### src/design/tlvf_pkg.sv
// Shared types, constants and helpers of the text line view filter.
// Used by the front, the queue, the back and the top level.
`timescale 1ns / 1ps

package tlvf_pkg;

  // Width of the printed line number, in decimal digits
  localparam int NumDigits = 6;
  // Digits that take part in counting: the number saturates at 999999
  localparam int CapDigits = (NumDigits < 6) ? NumDigits : 6;
  localparam int DigitW = 4;

  // Output positions of one item: digits, tab, prefix byte, final byte
  localparam int PosW = $clog2(NumDigits + 3);
  localparam logic [PosW-1:0] PosFirst = '0;
  localparam logic [PosW-1:0] PosTab = PosW'(NumDigits);
  localparam logic [PosW-1:0] PosPre = PosW'(NumDigits + 1);
  localparam logic [PosW-1:0] PosFin = PosW'(NumDigits + 2);

  // Queue between front and back
  localparam int QDepth = 4;
  localparam int QPtrW = $clog2(QDepth);

  // Configuration register indexes
  localparam int CfgIdxW = 3;
  localparam logic [CfgIdxW-1:0] RegNumberAll = 3'd0;
  localparam logic [CfgIdxW-1:0] RegNumberNonblank = 3'd1;
  localparam logic [CfgIdxW-1:0] RegSqueezeBlank = 3'd2;
  localparam logic [CfgIdxW-1:0] RegShowLineEnds = 3'd3;
  localparam logic [CfgIdxW-1:0] RegShowTabs = 3'd4;
  localparam logic [CfgIdxW-1:0] RegShowNonprinting = 3'd5;

  // Characters
  localparam logic [7:0] CharTab = 8'h09;
  localparam logic [7:0] CharNewline = 8'h0A;
  localparam logic [7:0] CharSpace = 8'h20;
  localparam logic [7:0] CharDollar = 8'h24;
  localparam logic [7:0] CharZero = 8'h30;
  localparam logic [7:0] CharUpperI = 8'h49;
  localparam logic [7:0] CharCaret = 8'h5E;
  localparam logic [7:0] CharCtrlLimit = 8'h20;
  localparam logic [7:0] CtrlOffset = 8'd64;

  // Line number as packed BCD, index 0 the least significant digit
  typedef logic [NumDigits-1:0][DigitW-1:0] digits_t;
  localparam digits_t DigitsOne = digits_t'(1);

  typedef struct packed {
    logic number_all_lines;
    logic number_nonblank;
    logic squeeze_blank;
    logic show_line_ends;
    logic show_tabs;
    logic show_nonprinting;
  } cfg_t;

  // One classified item waiting for output
  typedef struct packed {
    logic       num_en;
    digits_t    digits;
    logic       pre_en;
    logic [7:0] pre_byte;
    logic [7:0] fin_byte;
  } q_entry_t;

  // Queue status toward the front
  typedef struct packed {
    logic             full;
    logic             not_empty;
    logic [QPtrW:0]   count;
  } q_stat_t;

  // Increment the BCD line number, holding at the cap
  function automatic digits_t bcd_inc(digits_t d);
    digits_t r;
    logic    carry;
    logic    sat;
    r = d;
    carry = 1'b1;
    sat = 1'b1;
    for (int k = 0; k < CapDigits; k++) begin
      if (d[k] != DigitW'(9)) sat = 1'b0;
    end
    for (int k = 0; k < CapDigits; k++) begin
      if (carry) begin
        if (r[k] == DigitW'(9)) begin
          r[k] = '0;
        end else begin
          r[k] = r[k] + DigitW'(1);
          carry = 1'b0;
        end
      end
    end
    if (sat) r = d;
    return r;
  endfunction

endpackage

### src/design/tlvf_front.sv
// Front of the text line view filter: accepts input bytes, tracks line state
// and the line number, and pushes one classified entry per output-producing byte.
// Depends on tlvf_pkg.
`timescale 1ns / 1ps

module tlvf_front import tlvf_pkg::*; (
  input  logic       clk,
  input  logic       rst,
  input  cfg_t       cfg,
  input  logic       s_tvalid,
  output logic       s_tready,
  input  logic [7:0] s_tdata,   // [7:0] text_byte
  input  logic       s_tuser,   // [0] file_start
  input  q_stat_t    q_stat,
  output logic       push,
  output q_entry_t   entry
);

  logic       at_line_start;
  logic [1:0] blank_run;
  digits_t    line_counter;

  logic       accept;
  logic       newline;
  logic       is_tab;
  logic       is_ctrl;
  logic       squeeze_hit;
  logic [1:0] blank_run_next;
  logic       suppress;
  logic       want_num;
  logic       num_en;
  digits_t    counter_cur;
  digits_t    line_counter_next;

  assign s_tready = !q_stat.full;
  assign accept = s_tvalid && s_tready;

  // Classify the byte
  always_comb begin
    newline = (s_tdata == CharNewline);
    is_tab = (s_tdata == CharTab);
    is_ctrl = (s_tdata < CharTab) || (s_tdata > CharNewline && s_tdata < CharCtrlLimit);

    squeeze_hit = cfg.squeeze_blank && newline && at_line_start;
    if (squeeze_hit) begin
      blank_run_next = (blank_run == 2'd3) ? 2'd3 : blank_run + 2'd1;
    end else begin
      blank_run_next = 2'd0;
    end
    suppress = squeeze_hit && (blank_run_next > 2'd1);

    want_num = cfg.number_nonblank ? !newline : cfg.number_all_lines;
    num_en = want_num && at_line_start && !suppress;

    counter_cur = s_tuser ? DigitsOne : line_counter;
    line_counter_next = num_en ? bcd_inc(counter_cur) : counter_cur;
  end

  // Build the entry for the back
  always_comb begin
    entry.num_en = num_en;
    entry.digits = counter_cur;
    entry.pre_en = 1'b0;
    entry.pre_byte = CharCaret;
    entry.fin_byte = s_tdata;
    if (cfg.show_tabs && is_tab) begin
      entry.pre_en = 1'b1;
      entry.fin_byte = CharUpperI;
    end else if (cfg.show_line_ends && newline) begin
      entry.pre_en = 1'b1;
      entry.pre_byte = CharDollar;
    end else if (cfg.show_nonprinting && is_ctrl) begin
      entry.pre_en = 1'b1;
      entry.fin_byte = s_tdata + CtrlOffset;
    end
  end

  // Squeezed lines give no output and are dropped here
  assign push = accept && !suppress;

  // Advance line state on each accepted byte
  always_ff @(posedge clk) begin
    if (rst) begin
      at_line_start <= 1'b1;
      blank_run <= 2'd0;
      line_counter <= DigitsOne;
    end else if (accept) begin
      at_line_start <= newline;
      blank_run <= blank_run_next;
      line_counter <= line_counter_next;
    end
  end

endmodule

### src/design/tlvf_queue.sv
// Short queue of classified entries between front and back.
// Depends on tlvf_pkg.
`timescale 1ns / 1ps

module tlvf_queue import tlvf_pkg::*; (
  input  logic     clk,
  input  logic     rst,
  input  logic     push,
  input  q_entry_t push_entry,
  input  logic     pop,
  output q_entry_t head,
  output q_stat_t  stat
);

  q_entry_t         mem [QDepth];
  logic [QPtrW-1:0] wr_ptr;
  logic [QPtrW-1:0] rd_ptr;
  logic [QPtrW:0]   count;
  logic             do_push;
  logic             do_pop;

  assign stat.full = (count == (QPtrW + 1)'(QDepth));
  assign stat.not_empty = (count != '0);
  assign stat.count = count;
  assign do_push = push && !stat.full;
  assign do_pop = pop && stat.not_empty;
  assign head = mem[rd_ptr];

  // Store pushed entries
  always_ff @(posedge clk) begin
    if (do_push) mem[wr_ptr] <= push_entry;
  end

  // Advance pointers and fill count
  always_ff @(posedge clk) begin
    if (rst) begin
      wr_ptr <= '0;
      rd_ptr <= '0;
      count <= '0;
    end else begin
      if (do_push) wr_ptr <= wr_ptr + QPtrW'(1);
      if (do_pop) rd_ptr <= rd_ptr + QPtrW'(1);
      case ({do_push, do_pop})
        2'b10:   count <= count + (QPtrW + 1)'(1);
        2'b01:   count <= count - (QPtrW + 1)'(1);
        default: count <= count;
      endcase
    end
  end

endmodule

### src/design/tlvf_back.sv
// Back of the text line view filter: walks the head entry of the queue one
// output byte per cycle unless the output stalls, and drives the registered output stream.
// Depends on tlvf_pkg.
`timescale 1ns / 1ps

module tlvf_back import tlvf_pkg::*; (
  input  logic       clk,
  input  logic       rst,
  input  q_entry_t   head,
  input  q_stat_t    q_stat,
  output logic       pop,
  output logic       m_tvalid,
  input  logic       m_tready,
  output logic [7:0] m_tdata,   // [7:0] out_byte
  output logic       m_tlast    // last_of_run
);

  logic              started;
  logic [PosW-1:0]   pos;
  logic [PosW-1:0]   start_pos;
  logic [PosW-1:0]   cur_pos;
  logic [PosW-1:0]   next_pos;
  logic              load;
  logic              is_last;
  logic [NumDigits:0] nz_above;
  logic [7:0]        cur_byte;

  assign load = q_stat.not_empty && (!m_tvalid || m_tready);

  // Pick the position of the next byte
  always_comb begin
    if (head.num_en) start_pos = PosFirst;
    else if (head.pre_en) start_pos = PosPre;
    else start_pos = PosFin;
    cur_pos = started ? pos : start_pos;
    is_last = (cur_pos == PosFin);
    if (cur_pos == PosTab) next_pos = head.pre_en ? PosPre : PosFin;
    else next_pos = cur_pos + PosW'(1);
  end

  // Mark digits with a nonzero digit at or above them
  always_comb begin
    nz_above[NumDigits] = 1'b0;
    for (int k = NumDigits - 1; k >= 0; k--) begin
      nz_above[k] = nz_above[k + 1] || (head.digits[k] != '0);
    end
  end

  // Select the byte at the current position
  always_comb begin
    cur_byte = head.fin_byte;
    if (cur_pos == PosTab) begin
      cur_byte = CharTab;
    end else if (cur_pos == PosPre) begin
      cur_byte = head.pre_byte;
    end else if (cur_pos != PosFin) begin
      cur_byte = CharSpace;
      for (int k = 0; k < NumDigits; k++) begin
        if (cur_pos == PosW'(NumDigits - 1 - k)) begin
          if (nz_above[k] || k == 0) cur_byte = CharZero + {4'd0, head.digits[k]};
          else cur_byte = CharSpace;
        end
      end
    end
  end

  assign pop = load && is_last;

  // Step through the entry
  always_ff @(posedge clk) begin
    if (rst) begin
      started <= 1'b0;
      pos <= PosFirst;
    end else if (load) begin
      started <= !is_last;
      pos <= next_pos;
    end
  end

  // Hold the output byte until taken
  always_ff @(posedge clk) begin
    if (rst) begin
      m_tvalid <= 1'b0;
    end else if (load) begin
      m_tvalid <= 1'b1;
    end else if (m_tready) begin
      m_tvalid <= 1'b0;
    end
  end

  always_ff @(posedge clk) begin
    if (load) begin
      m_tdata <= cur_byte;
      m_tlast <= is_last;
    end
  end

endmodule

### src/design/text_line_view_filter_top.sv
// Top level of the text line view filter: configuration registers, front,
// queue and back. Depends on tlvf_pkg, tlvf_front, tlvf_queue and tlvf_back.
`timescale 1ns / 1ps

// Rewrites a text byte stream the way the display options of cat do:
// squeezes repeated blank lines, numbers lines as a six-wide right-aligned
// decimal and a tab, shows tabs as ^I, marks line ends with $ and shows
// control bytes as caret pairs. Bytes 127 and above pass unchanged.
// Input: s_tvalid/s_tready/s_tdata carry the text byte, s_tuser marks the
// first byte of a file (line number back to 1).
// Output: m_tvalid/m_tready/m_tdata carry one output byte, m_tlast marks the
// last byte caused by one input byte. A squeezed newline gives no output.
// Configuration: cfg_we writes bit 0 of cfg_data into register cfg_index
// (0 number all, 1 number nonblank, 2 squeeze, 3 line ends, 4 tabs,
// 5 nonprinting); write only while the block is idle.
// An input byte reaches the output through the queue and then the output register.
// Throughput: the back emits one byte per cycle while m_tready is high, and an
// input byte produces 0 to 9 output bytes (none for a squeezed newline);
// the front takes one byte per cycle while the four-entry queue has room.
// Reset clears the configuration, the queue and the output register; the
// line number goes to 1. When m_tready is low the output byte holds, the
// queue fills and s_tready drops once it is full.
module text_line_view_filter_top import tlvf_pkg::*; (
  input  logic               clk,
  input  logic               rst,
  input  logic               s_tvalid,
  output logic               s_tready,
  input  logic [7:0]         s_tdata,   // [7:0] text_byte
  input  logic               s_tuser,   // [0] file_start
  output logic               m_tvalid,
  input  logic               m_tready,
  output logic [7:0]         m_tdata,   // [7:0] out_byte
  output logic               m_tlast,   // last_of_run
  input  logic               cfg_we,
  input  logic [CfgIdxW-1:0] cfg_index,
  input  logic [0:0]         cfg_data
);

  cfg_t     cfg;
  q_stat_t  q_stat;
  q_entry_t push_entry;
  q_entry_t head;
  logic     q_push;
  logic     q_pop;

  // Configuration registers
  always_ff @(posedge clk) begin
    if (rst) begin
      cfg <= '0;
    end else if (cfg_we) begin
      case (cfg_index)
        RegNumberAll:       cfg.number_all_lines <= cfg_data[0];
        RegNumberNonblank:  cfg.number_nonblank <= cfg_data[0];
        RegSqueezeBlank:    cfg.squeeze_blank <= cfg_data[0];
        RegShowLineEnds:    cfg.show_line_ends <= cfg_data[0];
        RegShowTabs:        cfg.show_tabs <= cfg_data[0];
        RegShowNonprinting: cfg.show_nonprinting <= cfg_data[0];
        default:            cfg <= cfg;
      endcase
    end
  end

  tlvf_front u_front (
    .clk      (clk),
    .rst      (rst),
    .cfg      (cfg),
    .s_tvalid (s_tvalid),
    .s_tready (s_tready),
    .s_tdata  (s_tdata),
    .s_tuser  (s_tuser),
    .q_stat   (q_stat),
    .push     (q_push),
    .entry    (push_entry)
  );

  tlvf_queue u_queue (
    .clk        (clk),
    .rst        (rst),
    .push       (q_push),
    .push_entry (push_entry),
    .pop        (q_pop),
    .head       (head),
    .stat       (q_stat)
  );

  tlvf_back u_back (
    .clk      (clk),
    .rst      (rst),
    .head     (head),
    .q_stat   (q_stat),
    .pop      (q_pop),
    .m_tvalid (m_tvalid),
    .m_tready (m_tready),
    .m_tdata  (m_tdata),
    .m_tlast  (m_tlast)
  );

  // Queue never holds more than its depth
  a_q_bound: assert property (@(posedge clk) disable iff (rst)
    q_stat.count <= (QPtrW + 1)'(QDepth))
    else $error("queue count beyond depth");

  // Output register is empty after reset
  a_out_reset: assert property (@(posedge clk) rst |=> !m_tvalid)
    else $error("output valid after reset");

  // A stalled output byte blocks the back from retiring an entry
  a_stall_no_pop: assert property (@(posedge clk) disable iff (rst)
    (m_tvalid && !m_tready) |-> !q_pop)
    else $error("entry retired while output stalled");

endmodule
### config.mk
export PLATFORM = sky130hd
export DESIGN_NAME = text_line_view_filter_top
export DESIGN_NICKNAME = d
export VERILOG_FILES = /design/src/design/tlvf_pkg.sv /design/src/design/tlvf_front.sv /design/src/design/tlvf_queue.sv /design/src/design/tlvf_back.sv /design/src/design/text_line_view_filter_top.sv
export SDC_FILE = /design/constraint.sdc
export NUM_CORES = 1
export LEC_CHECK = 0
export BUFFER_PORTS_ARGS = -buffer_cell sky130_fd_sc_hd__buf_2
export CAP_MARGIN = 20
export CORE_ASPECT_RATIO = 1.25
export CORE_MARGIN = 3
export CORE_UTILIZATION = 40
export CTS_BUF_LIST = sky130_fd_sc_hd__clkbuf_8
export CTS_CLUSTER_SIZE = 20
export DETAILED_ROUTE_END_ITERATION = 16
export PLACE_DENSITY_LB_ADDON = 0.05
export SYNTH_ARGS = -nofsm -noshare
export SYNTH_HDL_FRONTEND = slang
export SYNTH_SLANG_ARGS = --single-unit
### constraint.sdc
create_clock -name clk -period 4.2 [get_ports clk]
set_input_delay 0.63 -clock clk [delete_from_list [all_inputs] [get_ports clk]]
set_output_delay 0.63 -clock clk [all_outputs]
set_load 0.01 [all_outputs]
==> run_results.csv <==
group,metric,value,unit
clocking,postCtsSetupBuffers,0,
clocking,cts_root_buffer,"clkbuf_8",
synth,async_flop_share,0,
critical_path,worstSetupPathType,"flip-flop to flip-flop",
synth,yosysTopAreaCell,"edfxtp_1",
timing,worstMarginPinSlew,0.888,ns
route,wl_per_cell,20.3,µm
critical_path,worst_setup_path_start_kind,"flip-flop",
placed_design,dp_hpwl,13800,µm
clocking,clock_sinks,201,
power_and_ir_drop,p_leak,3.51,nW
synth,synth_edf_count,153,
timing,rsz0062_at_grt,"false",
critical_path,cp.arrival,4.30,ns
clocking,holdBufCountCts,0,
timing,relSlewSlack,0.403,
grt,grt_pass1_wl,33100,µm
final_layout,multi_input_area,0.00336,mm²
final_layout,antenna_cells,0,
route,first_iter_violations,372,
power_and_ir_drop,total_power,5.18,mW
grt,gr-usage-all-layers,0.171,
synth,syn_nets,723,
placed_design,placed_area,0.00960,mm²
placed_design,io_buffers,28,
final_layout,n_fill_cell,2080,
final_layout,fin_nets,761,
final_layout,syn_to_final_growth,10.8,%
critical_path,crit_fanout,8,
power_and_ir_drop,p_per_area,506,mW/mm²
synth,synth_area_per_cell,13.3,µm²
synth,synth_area,0.00923,mm²
final_layout,postLayoutCellArea,0.0102,mm²
critical_path,critPathCaptureType,"flip-flop",
flow_run,drv_cap,0,
grt,grt_start_max_net_pins,37,
route,wl,21100,µm
worst_hold_path,hp-class,"primary input to flip-flop",
floorplan,die_h,176,µm
clocking,htree_num_levels,2,
clocking,cts_resized,0,
timing,fmax,259,MHz
grt,overflow,0,
synth,yosysWarningCount,0,
grt,grt_pass1_vias,5884,
final_layout,stdcell_count,1040,
timing,min_period,3.86,ns
timing,setup_viol,0,
power_and_ir_drop,ir_worst_vdd,0.000277,V
final_layout,seqCellArea,0.00556,mm²
synth,synthTopCellsByArea,"edfxtp_1, dfxtp_1, mux4_2, nand2_1, a21oi_1",
synth,ys_ff_latch,201,
clocking,clk_pin_slew,0.06,ns
placed_design,dp_cells,976,
floorplan,core_area,0.0224,mm²
clocking,cts_tree,"done",
route,viasPerCell,5.50,
placed_design,place.gp.congestion,0.814,
timing,fin_skew,0.0225,ns
floorplan,start_util,0.411,
floorplan,num_rows,61,
floorplan,dieWidth,142,µm
critical_path,cp_data_required_time,4.63,ns
critical_path,ff2ff_setup_slack,0.34,ns
synth,syn_inst,693,
floorplan,ios,29,
grt,antenna_found_initial,0,
timing,tns,0,ns
route,drc,0,
route,ant_nets,0,
timing,finalCritPeriodShare,0.920,
clocking,clk_latency,0.51,ns
synth,ys_types,85,
synth,synth_flop_cell,"edfxtp_1",
synth,synth.top_cell.area_share,0.498,
outcome,status,"completed",
final_layout,drive_gt1_frac,0.199,
synth,synth_seq_area_share,0.602,
timing,slew_viol_final,0,
clocking,cts.path.max_buffers,3,
synth,synthMostInstantiatedCell,"edfxtp_1",
floorplan,die-area,0.0249,mm²
synth,yosys-top-cells-count,"edfxtp_1, nand2_1, dfxtp_1",
timing,hold_viol_final,0,
route,vias,5723,
clocking,cts_buffers,36,
route,drt-pass1-iter-count,5,
==> final timing paths <==
check | start | end | cells after the start
hold reg to reg | u_back.m_tvalid$_SDFFE_PP0P_ | u_back.m_tvalid$_SDFFE_PP0P_ | 2
setup / recovery | flip-flop | u_queue.count[2]$_SDFFE_PP0P_ | 14
hold / removal | s_tdata[4] | u_queue.mem[3][4]$_DFFE_PP_ | 1
setup reg to reg | flip-flop | u_queue.count[2]$_SDFFE_PP0P_ | 14
==> registers in the layout, indices dropped and copies added (netlist names), named ones only <==
| name | count |
|---|---|
| u_queue.wr_ptr | 2 |
| u_back.m_tdata | 8 |
| u_queue.count | 3 |
| u_queue.mem | 144 |
| u_queue.rd_ptr | 2 |
| u_back.m_tvalid | 1 |
| u_front.blank_run | 2 |
| u_front.at_line_start | 1 |
| u_back.started | 1 |
| u_back.m_tlast | 1 |
| cfg | 6 |
| u_back.pos | 4 |
| u_front.line_counter | 24 |
==> metal layers <==
| metal | vias up | track usage | part of all wire |
|---|---|---|---|
| li1 | 2761 | - | - |
| met1 | 2823 | 0.236 | 0.46 |
| met2 | 109 | 0.279 | 0.48 |
| met3 | 30 | 0.0330 | 0.043 |
| met4 | 0 | 0.0464 | 0.017 |
| met5 | - | 0 | 0 |
==> worst max-delay path: stages, from the launching register on <==
cell and delay (ns):
dfxtp_2 0.42, mux2i_1 0.37, or3_1 0.21, nand2_1 0.11
a21oi_1 0.31, ha_1 0.25, nand2_1 0.07, or3_1 0.46
nor3_4 0.29, ha_1 0.25, inv_1 0.07, fa_1 0.37
xor2_1 0.16, or3_1 0.31, a21oi_1 0.13
==> cell families after synthesis <==
logic type / Yosys count / share of synthesized area
AND/OR/NAND/NOR: 218 / 0.138
flip-flops: 201 / 0.602
AO/OA/AOI/OAI: 133 / 0.0977
buffers and inverters: 67 / 0.0346
multiplexers: 53 / 0.102
adder cells (fa/ha/maj): 12 / 0.0171
XOR/XNOR: 9 / 0.00854
==> stage by stage <==
| stage | hold WS [ns] | setup slack, ns | utilization |
|---|---|---|---|
| floorplan | 0.446 | 0.795 | - |
| global placement | 0.459 | 0.460 | 0.428 |
| detailed placement | 0.467 | 0.371 | 0.428 |
| CTS | 0.353 | 0.342 | 0.456 |
| global route | 0.368 | 0.106 | 0.456 |
| finish | 0.384 | 0.336 | 0.456 |
==> report_power, final <==
group / leakage (nW) / switching (mW) / internal (mW)
Combinational: 1.31 / 0.706 / 0.450
Sequential: 1.83 / 0.0827 / 2.35
Clock: 0.371 / 0.757 / 0.835
Total: 3.51 / 1.55 / 3.63
==> cell type report <==
class                   instances  share of cell area
clock buffers                  38              0.0511
repair buffers                 39              0.0218
multi-input cells             425               0.328
flip-flops and latches        201               0.543
well taps                     283              0.0346
clock inverters                26              0.0104
inverters                      28              0.0103
==> placed cells by master (no fill, tap or decap), drive strengths merged, types with 6 or more instances in the layout <==
master and n:
clkinv 12, mux4 32, xnor2 6, clkbuf 38
o21ai 26, a21oi 34, mux2i 16, nor2b 26
nand2b 7, edfxtp 153, dfxtp 48, nand3 19
nor2 35, buf 39, ha 11, inv 41
or3 6, nor3 11, or4 8, and3 10
nand2 50, and2 8, nand4 10, a31oi 12
(Power assumes the default switching activity.)
